[config.mk]
export PLATFORM = sky130hd
export DESIGN_NAME = morse_stream_decoder
export DESIGN_NICKNAME = d
export VERILOG_FILES = /design/src/hw/rtl/msd_pkg.sv /design/src/hw/rtl/msd_front.sv /design/src/hw/rtl/msd_queue.sv /design/src/hw/rtl/msd_back.sv /design/src/hw/rtl/morse_stream_decoder.sv
export SDC_FILE = /design/constraint.sdc
export NUM_CORES = 1
export LEC_CHECK = 0
export BUFFER_PORTS_ARGS = -buffer_cell sky130_fd_sc_hd__buf_4
export CAP_MARGIN = 20
export CORE_MARGIN = 2
export CORE_UTILIZATION = 28
export DETAILED_ROUTE_END_ITERATION = 8
export PLACE_DENSITY = 0.44
export SLEW_MARGIN = 40
export SYNTH_ARGS = -nofsm -noshare
export SYNTH_HDL_FRONTEND = slang
export SYNTH_HIERARCHICAL = 1
export SYNTH_SLANG_ARGS = --single-unit
[constraint.sdc]
create_clock -name clk -period 2.9 [get_ports clk]
set_input_delay 0 -clock clk [delete_from_list [all_inputs] [get_ports clk]]
set_output_delay 0 -clock clk [all_outputs]
set_load 0.01 [all_outputs]
[src/hw/rtl/msd_pkg.sv]
package msd_pkg;

  localparam logic [7:0] SymDot  = 8'h2E;
  localparam logic [7:0] SymDash = 8'h2D;
  localparam logic [7:0] SymSep  = 8'h2F;

  localparam logic [2:0] MaxSymbols = 3'd5;

  localparam logic [7:0] LetterBase = 8'd65;
  localparam logic [7:0] DigitBase  = 8'd48;
  localparam logic [7:0] NoChar     = 8'd0;

  localparam int QDepth = 2;
  localparam int QPtrW  = (QDepth > 1) ? $clog2(QDepth) : 1;
  localparam int QCntW  = $clog2(QDepth + 1);

  // completed token handed from front to back
  typedef struct packed {
    logic [2:0] len;
    logic [4:0] bits;
    logic       invalid;
    logic       last;
    logic       is_sep;
  } tok_entry_t;

  // first symbol in the highest used bit, dash is 1
  function automatic logic [7:0] lookup_char(input logic [2:0] len, input logic [4:0] bits);
    logic [7:0] ch;
    ch = NoChar;
    unique case ({len, bits})
      {3'd2, 5'b00001}: ch = LetterBase + 8'd0;
      {3'd4, 5'b01000}: ch = LetterBase + 8'd1;
      {3'd4, 5'b01010}: ch = LetterBase + 8'd2;
      {3'd3, 5'b00100}: ch = LetterBase + 8'd3;
      {3'd1, 5'b00000}: ch = LetterBase + 8'd4;
      {3'd4, 5'b00010}: ch = LetterBase + 8'd5;
      {3'd3, 5'b00110}: ch = LetterBase + 8'd6;
      {3'd4, 5'b00000}: ch = LetterBase + 8'd7;
      {3'd2, 5'b00000}: ch = LetterBase + 8'd8;
      {3'd4, 5'b00111}: ch = LetterBase + 8'd9;
      {3'd3, 5'b00101}: ch = LetterBase + 8'd10;
      {3'd4, 5'b00100}: ch = LetterBase + 8'd11;
      {3'd2, 5'b00011}: ch = LetterBase + 8'd12;
      {3'd2, 5'b00010}: ch = LetterBase + 8'd13;
      {3'd3, 5'b00111}: ch = LetterBase + 8'd14;
      {3'd4, 5'b00110}: ch = LetterBase + 8'd15;
      {3'd4, 5'b01101}: ch = LetterBase + 8'd16;
      {3'd3, 5'b00010}: ch = LetterBase + 8'd17;
      {3'd3, 5'b00000}: ch = LetterBase + 8'd18;
      {3'd1, 5'b00001}: ch = LetterBase + 8'd19;
      {3'd3, 5'b00001}: ch = LetterBase + 8'd20;
      {3'd4, 5'b00001}: ch = LetterBase + 8'd21;
      {3'd3, 5'b00011}: ch = LetterBase + 8'd22;
      {3'd4, 5'b01001}: ch = LetterBase + 8'd23;
      {3'd4, 5'b01011}: ch = LetterBase + 8'd24;
      {3'd4, 5'b01100}: ch = LetterBase + 8'd25;
      {3'd5, 5'b11111}: ch = DigitBase + 8'd0;
      {3'd5, 5'b01111}: ch = DigitBase + 8'd1;
      {3'd5, 5'b00111}: ch = DigitBase + 8'd2;
      {3'd5, 5'b00011}: ch = DigitBase + 8'd3;
      {3'd5, 5'b00001}: ch = DigitBase + 8'd4;
      {3'd5, 5'b00000}: ch = DigitBase + 8'd5;
      {3'd5, 5'b10000}: ch = DigitBase + 8'd6;
      {3'd5, 5'b11000}: ch = DigitBase + 8'd7;
      {3'd5, 5'b11100}: ch = DigitBase + 8'd8;
      {3'd5, 5'b11110}: ch = DigitBase + 8'd9;
      default:          ch = NoChar;
    endcase
    return ch;
  endfunction

endpackage

[src/hw/rtl/msd_front.sv]
module msd_front (
  input  logic                 clk,
  input  logic                 rst_n,
  input  logic                 in_valid,
  output logic                 in_stall,
  input  logic [7:0]           in_char_code,
  input  logic                 in_last,
  input  logic                 q_full,
  output logic                 q_push,
  output msd_pkg::tok_entry_t  q_data
);

  logic [2:0] len_r, len_nxt;
  logic [4:0] bits_r, bits_nxt;
  logic       inv_r, inv_nxt;
  logic       accept;
  logic       is_dot, is_dash, is_sep;
  logic [2:0] upd_len;
  logic [4:0] upd_bits;
  logic       upd_inv;

  assign in_stall = q_full;
  assign accept   = in_valid && !q_full;

  assign is_dot  = (in_char_code == msd_pkg::SymDot);
  assign is_dash = (in_char_code == msd_pkg::SymDash);
  assign is_sep  = (in_char_code == msd_pkg::SymSep);

  // token after this byte joins it
  always_comb begin
    upd_len  = len_r;
    upd_bits = bits_r;
    upd_inv  = inv_r;
    if (!is_sep) begin
      if (is_dot || is_dash) begin
        if (len_r >= msd_pkg::MaxSymbols) begin
          upd_inv = 1'b1;
        end else begin
          upd_bits = {bits_r[3:0], is_dash};
          upd_len  = len_r + 3'd1;
        end
      end else begin
        upd_inv = 1'b1;
      end
    end
  end

  assign q_push         = accept && (is_sep || in_last);
  assign q_data.len     = upd_len;
  assign q_data.bits    = upd_bits;
  assign q_data.invalid = upd_inv;
  assign q_data.last    = in_last;
  assign q_data.is_sep  = is_sep;

  always_comb begin
    len_nxt  = len_r;
    bits_nxt = bits_r;
    inv_nxt  = inv_r;
    if (accept) begin
      if (is_sep || in_last) begin
        len_nxt  = 3'd0;
        bits_nxt = 5'd0;
        inv_nxt  = 1'b0;
      end else begin
        len_nxt  = upd_len;
        bits_nxt = upd_bits;
        inv_nxt  = upd_inv;
      end
    end
  end

  always_ff @(posedge clk) begin
    if (!rst_n) begin
      len_r  <= 3'd0;
      bits_r <= 5'd0;
      inv_r  <= 1'b0;
    end else begin
      len_r  <= len_nxt;
      bits_r <= bits_nxt;
      inv_r  <= inv_nxt;
    end
  end

  a_len_bound: assert property (@(posedge clk) disable iff (!rst_n)
    len_r <= msd_pkg::MaxSymbols)
    else $error("token length beyond five symbols");

endmodule

[src/hw/rtl/msd_queue.sv]
module msd_queue (
  input  logic                 clk,
  input  logic                 rst_n,
  input  logic                 push,
  input  msd_pkg::tok_entry_t  push_data,
  output logic                 full,
  input  logic                 pop,
  output logic                 empty,
  output msd_pkg::tok_entry_t  pop_data
);

  msd_pkg::tok_entry_t mem [msd_pkg::QDepth];

  logic [msd_pkg::QPtrW-1:0] wr_ptr_r, wr_ptr_nxt;
  logic [msd_pkg::QPtrW-1:0] rd_ptr_r, rd_ptr_nxt;
  logic [msd_pkg::QCntW-1:0] cnt_r, cnt_nxt;

  assign full     = (cnt_r == msd_pkg::QCntW'(msd_pkg::QDepth));
  assign empty    = (cnt_r == '0);
  assign pop_data = mem[rd_ptr_r];

  function automatic logic [msd_pkg::QPtrW-1:0] ptr_inc(input logic [msd_pkg::QPtrW-1:0] p);
    logic [msd_pkg::QPtrW-1:0] r;
    if (p == msd_pkg::QPtrW'(msd_pkg::QDepth - 1)) begin
      r = '0;
    end else begin
      r = p + 1'b1;
    end
    return r;
  endfunction

  always_comb begin
    wr_ptr_nxt = push ? ptr_inc(wr_ptr_r) : wr_ptr_r;
    rd_ptr_nxt = pop ? ptr_inc(rd_ptr_r) : rd_ptr_r;
    cnt_nxt    = cnt_r;
    if (push && !pop) begin
      cnt_nxt = cnt_r + 1'b1;
    end else if (pop && !push) begin
      cnt_nxt = cnt_r - 1'b1;
    end
  end

  always_ff @(posedge clk) begin
    if (push) begin
      mem[wr_ptr_r] <= push_data;
    end
  end

  always_ff @(posedge clk) begin
    if (!rst_n) begin
      wr_ptr_r <= '0;
      rd_ptr_r <= '0;
      cnt_r    <= '0;
    end else begin
      wr_ptr_r <= wr_ptr_nxt;
      rd_ptr_r <= rd_ptr_nxt;
      cnt_r    <= cnt_nxt;
    end
  end

  a_no_overflow: assert property (@(posedge clk) disable iff (!rst_n)
    !(push && full))
    else $error("push into full queue");

  a_no_underflow: assert property (@(posedge clk) disable iff (!rst_n)
    !(pop && empty))
    else $error("pop from empty queue");

endmodule

[src/hw/rtl/msd_back.sv]
module msd_back (
  input  logic                 clk,
  input  logic                 rst_n,
  input  logic                 q_empty,
  input  msd_pkg::tok_entry_t  q_data,
  output logic                 q_pop,
  output logic                 out_valid,
  input  logic                 out_stall,
  output logic                 out_has_char,
  output logic [7:0]           out_decoded_char,
  output logic                 out_message_end,
  output logic                 out_message_error
);

  logic       valid_r, valid_nxt;
  logic       has_r;
  logic [7:0] char_r;
  logic       end_r;
  logic       err_r;
  logic [7:0] ch;
  logic       emit;

  always_comb begin
    if (q_data.invalid) begin
      ch = msd_pkg::NoChar;
    end else begin
      ch = msd_pkg::lookup_char(q_data.len, q_data.bits);
    end
  end

  assign emit  = q_data.last || (ch != msd_pkg::NoChar);
  assign q_pop = !q_empty && (!valid_r || !out_stall);

  always_comb begin
    valid_nxt = valid_r;
    if (q_pop) begin
      valid_nxt = emit;
    end else if (!out_stall) begin
      valid_nxt = 1'b0;
    end
  end

  always_ff @(posedge clk) begin
    if (!rst_n) begin
      valid_r <= 1'b0;
    end else begin
      valid_r <= valid_nxt;
    end
  end

  always_ff @(posedge clk) begin
    if (q_pop) begin
      has_r  <= (ch != msd_pkg::NoChar);
      char_r <= ch;
      end_r  <= q_data.last;
      err_r  <= q_data.last && q_data.is_sep;
    end
  end

  assign out_valid         = valid_r;
  assign out_has_char      = has_r;
  assign out_decoded_char  = char_r;
  assign out_message_end   = end_r;
  assign out_message_error = err_r;

  a_char_flag: assert property (@(posedge clk) disable iff (!rst_n)
    valid_r |-> (has_r == (char_r != msd_pkg::NoChar)))
    else $error("has_char disagrees with decoded_char");

  a_err_at_end: assert property (@(posedge clk) disable iff (!rst_n)
    (valid_r && err_r) |-> end_r)
    else $error("message_error without message_end");

  a_result_useful: assert property (@(posedge clk) disable iff (!rst_n)
    valid_r |-> (has_r || end_r))
    else $error("empty result emitted");

endmodule

[src/hw/rtl/morse_stream_decoder.sv]
// morse stream decoder
// input channel: one byte of morse text per transfer on in_char_code, with
// in_last marking the final byte of a message. '.' and '-' are symbols and
// '/' ends a letter; any other byte spoils the current token.
// output channel: at most one result per input byte. a separator that
// closes a matching token gives out_has_char with the ascii letter or
// digit; the last byte of a message always gives a result with
// out_message_end, plus out_message_error when that byte was '/'.
// throughput is one byte per cycle while in_stall is low; the front updates
// the token and the back does the table match, one item per cycle each
// while not stalled. a closed token is registered in the two-entry token
// queue and then in the output register before its result is valid.
// when the receiver stalls, the output register holds its result and the
// queue fills; in_stall rises once the queue is full and drops as soon as
// an entry leaves it.
// a synchronous reset (rst_n low) clears the token, empties the queue and
// drops out_valid.
module morse_stream_decoder (
  input  logic       clk,
  input  logic       rst_n,
  input  logic       in_valid,
  output logic       in_stall,
  input  logic [7:0] in_char_code,
  input  logic       in_last,
  output logic       out_valid,
  input  logic       out_stall,
  output logic       out_has_char,
  output logic [7:0] out_decoded_char,
  output logic       out_message_end,
  output logic       out_message_error
);

  msd_pkg::tok_entry_t push_data;
  msd_pkg::tok_entry_t pop_data;
  logic                push;
  logic                pop;
  logic                full;
  logic                empty;

  msd_front u_front (
    .clk          (clk),
    .rst_n        (rst_n),
    .in_valid     (in_valid),
    .in_stall     (in_stall),
    .in_char_code (in_char_code),
    .in_last      (in_last),
    .q_full       (full),
    .q_push       (push),
    .q_data       (push_data)
  );

  msd_queue u_queue (
    .clk       (clk),
    .rst_n     (rst_n),
    .push      (push),
    .push_data (push_data),
    .full      (full),
    .pop       (pop),
    .empty     (empty),
    .pop_data  (pop_data)
  );

  msd_back u_back (
    .clk               (clk),
    .rst_n             (rst_n),
    .q_empty           (empty),
    .q_data            (pop_data),
    .q_pop             (pop),
    .out_valid         (out_valid),
    .out_stall         (out_stall),
    .out_has_char      (out_has_char),
    .out_decoded_char  (out_decoded_char),
    .out_message_end   (out_message_end),
    .out_message_error (out_message_error)
  );

endmodule
# Word level (Yosys, flattened, before mapping)
# Memory sizes are Yosys's and may differ from the RTL's. A register that Yosys moved wholly into a read port is not among the register bits.
# Index checks and enable logic that the tools add are counted.
[word_totals]
elab_cells = 102
n_memories = 1
inputBits = 13
ramBits = 22
ff_bits = 25
[classes]
reduce_logical = 19
n_mux = 24
n_addsub = 5
magnitude_cmp = 1
eq_ne = 41
[memory_table]
columns = ["memory", "depth", "width", "rd", "rd_ports_with_merged_regs", "write_ports", "line", "rtl"]
rows = [
  ["u_queue.mem", 2, 11, 1, 1, 1, "msd_queue.sv:12", "msd_pkg::tok_entry_t mem [msd_pkg::QDepth];"],
]
[ops]
columns = ["operator", "n"]
rows = [
  ["case mux 7 bit (36 select lines)", 1],
  ["== test 8 bit (second input constant)", 22],
  ["== test 8 x 7 -> 1 bit (second input constant)", 12],
  ["== test 8 x 6 -> 1 bit (second input constant)", 5],
  ["two-way mux 5 bit", 4],
  ["two-way mux 1 bit", 12],
  ["two-way mux 3 bit", 4],
  ["two-way mux 8 bit", 1],
  ["nonzero test 8 bit", 1],
  ["logical AND 1 bit", 6],
  ["zero test 1 bit", 6],
  ["logical OR 1 bit", 4],
  ["two-way mux 2 bit", 2],
  ["adder 3 x 1 -> 3 bit (second input constant)", 1],
  [">= comparator 3 bit (second input constant)", 1],
  ["adder 1 bit (second input constant)", 2],
  ["adder 2 x 1 -> 2 bit (second input constant)", 1],
  ["== test 2 bit (second input constant)", 1],
  ["zero test 2 bit", 1],
  ["!= test 2 x 1 -> 1 bit (second input constant)", 1],
  ["nonzero test 2 bit", 1],
  ["subtractor 2 x 1 -> 2 bit (second input constant)", 1],
]

# Longest topological paths before layout
[logic_depth]
ltp_word = 8
mapped_depth = 9
depth_no_buf = 7

# Hierarchy
# Netlist, hierarchy kept.
[by_module_without_submodules]
columns = ["module", "area_each_um2", "cells_each", "instances"]
rows = [
  ["msd_back", 1121.1, 138, 1],
  ["msd_queue", 1008.5, 56, 1],
  ["msd_front", 676.9, 74, 1],
]

# Worst setup path before layout
# No wires, ideal clock.
[synth_timing]
path_type = "register to register"
startpoint = "reg with a tool-made name"
endpoint = "reg u_back.char_r[6] (netlist: u_back/out_decoded_char[6]), data pin"
t_required_ps = 2754
slack_ps = 551
path_stages_with_launch = 9
period_less_slack_ps = 2349
arrival_time_ps = 2203
path_cell_list = "dfxtp_1 > buf_2 > mux2_2 > buf_6 > or4b_4 > or3_4 > o211ai_2 > nor4_1 > a21oi_1"
[synth_rtl]
columns = ["item", "line", "rtl"]
rows = [
  ["end signal: assignment", "msd_back.sv:54", "char_r <= ch;"],
  ["end: declaration", "msd_back.sv:17", "logic [7:0] char_r;"],
]

==> out/metrics.cfg <==
[outcome]
status=finished, final reports clean

[routing]
totalWireLength_um=6030
dr.pass1.iters=4
vias_per_cell=4.85
drt.antenna.violating_nets=0
drc=0
wl_per_cell_um=14.2
first_iter_violations=94
num_vias=2051

[pwr]
powerDensity_nw_per_um2=657
p_leak_nw=1.12
ir_drop_mv=0.226

[timing]
tightest_slew_ns=0.569
maxSlewViolCount=0
rsz0062_at_grt=false
post-route-period-util=0.896
fin_worst_skew_ns=0.0163
max_freq_mhz=385
tns_ns=0
finalHoldViolations=0
finalSetupViolations=0
slew_headroom=0.615
hold_ws_ns=0.0239
setup_ws_ns=0.301
period_minus_slack_ns=2.60

[finish]
num_antenna_cells=0
drive_gt1_frac=0.248
area_growth_pct=14.3
fin_util=0.330
fin_area_um2=3210
nets=305
multi_input_area_um2=1390
layout_commonest_cell=buf_4
ff_latch_area_um2=1260
final_cell_mix=34 x buf_4, 32 x edfxtp_1, 23 x nand2_1, 15 x a21oi_1, 15 x dfxtp_1
fillCellCount=1016

[clock_network]
htree_levels=2
tritoncts=yes
cts.clk_slew.worst_paths_ns=0.09
clockBufferDepth=2
cts.repair.resized=0
root_buffer=clkbuf_8
cts.sinks=47
clock_latency_ns=0.30
post_cts_buffers=0
cts_made_buffers=5

[synth]
synthesis.nets=284
yosysUniqueCellTypes=69
seq_area_frac_synth=0.449
synth_ff_type=edfxtp_1
async_reset_ff_frac=0
yosys_warnings=6
netlist_instances=268
synth_seq_cells=47
syn_avg_cell_area_um2=10.5
synth_edf_count=32
synth_area_um2=2810

[die]
die_h_um=104
ioPinCount=26
dieArea_um2=10800
start_util=0.288
rows=36
core-area_um2=9730
die_width_um=104

[setup_path]
path_class=flop to flop
cp_slowest_stage_delay_ns=0.54
cp.required_ns=2.94
crit_path_top_delay_cell=nor4_1
start_kind=flop
crit_family=simple AND/OR/NAND/NOR gates
crit_buf_inv=0
path_max_fanout=16
endpoint_kind=flop
path_cells=mux2_2, and4bb_1, nand2_1, a311oi_1, nor4_1, a21oi_1
cp.arrival_ns=2.64

[placement]
gp_congestion=0.844
dp_hpwl_um=4400
io_buffers=24
place_ws_ns=0.271
place_area_um2=3110

[job]
drv_cap=0

[hold_path]
hp-class=primary input to flop

[grt]
grt_pass1_wl_um=10300
antenna_found_initial=0
first_global_vias=2100
track_usage=0.116
overflow=0
grt_start_max_net_pins=18

==> worst paths after layout <==
check	start	endpoint	slack, ns	cells past startpoint
max	flop	u_back/out_decoded_char[6]$_DFFE_PP_	0.30	6
min	rst_n	u_back/out_valid$_SDFFE_PN0P_	0.02	3
max reg2reg	flop	u_back/out_decoded_char[6]$_DFFE_PP_	0.30	6
min reg2reg	u_front/bits_r[4]$_SDFFE_PN0P_	u_front/bits_r[4]$_SDFFE_PN0P_	0.48	2
==> where the power goes <==
part / total, mW / leakage (nW) / internal, mW / switching [mW]
sequential: 0.887 / 0.427 / 0.838 / 0.0487
combinational: 0.828 / 0.648 / 0.359 / 0.468
clock: 0.394 / 0.0482 / 0.192 / 0.201
==> final cells by class <==
class | count | share of cell area
sequential | 47 | 0.393
clock buffer | 7 | 0.0269
timing repair buffer | 35 | 0.0827
tap | 133 | 0.0519
multi-input combinational | 190 | 0.432
clock inverter | 1 | 0.00156
inverter | 10 | 0.0117
==> cell families (layout without fill, tap and decap cells) <==
| logic type | count (synthesis) | after routing | synth area share |
|---|---|---|---|
| AND/OR/NAND/NOR | 98 | 98 | 0.214 |
| XOR/XNOR | 7 | 7 | 0.0245 |
| flip-flops | 47 | 47 | 0.449 |
| adder cells (fa/ha/maj) | 3 | 3 | 0.0134 |
| AO/OA/AOI/OAI | 65 | 65 | 0.172 |
| multiplexers | 16 | 16 | 0.0691 |
| other | 1 | 1 | 0.00134 |
| buffers and inverters | 31 | 53 | 0.0566 |
==> routing by layer <==
layer | vias up | global-route usage | part of all wire
met5 | - | 0 | 0
met4 | 0 | 0.0396 | 0.0070
met3 | 6 | 0.0232 | 0.034
met2 | 40 | 0.186 | 0.48
met1 | 972 | 0.157 | 0.48
li1 | 1033 | - | -
==> cells in the mapped netlist, drive strengths merged, types with 10 or more instances <==
cell	n	area [µm²]
inv	10	37.5
mux2	15	184
o21ai	12	60.1
nor2b	13	81.3
a21oi	16	91.3
edfxtp	32	961
dfxtp	15	300
buf	14	95.1
nand2	23	86.3
nor2	14	60.1
==> registers in the layout, summed over array words and instances, names as in the netlist, 2 cells and up, named ones only <==
name,flops
u_front/len_r,3
u_queue/mem,22
u_front/bits_r,5
u_queue/cnt_r,2
u_back/out_decoded_char,7
==> tightest hold or removal path: stages <==
cell	delay, ns
buf_4	0.18
nand2_1	0.07
a21oi_1	0.03
==> stage by stage <==
step	total power [mW]	std cells
2_1_floorplan	1.46	268
3_3_place_gp	1.74	414
3_5_place_dp	1.73	414
4_1_cts	2.13	423
5_1_grt	2.26	423
6_report	2.11	423
==> what timing repair did <==
action                                  in CTS  in global routing
endpoints found under the setup margin       0                  0
hold buffers                                 1                  0
hold endpoints to repair                     2                  0
Power figures use the tool's default switching activity.
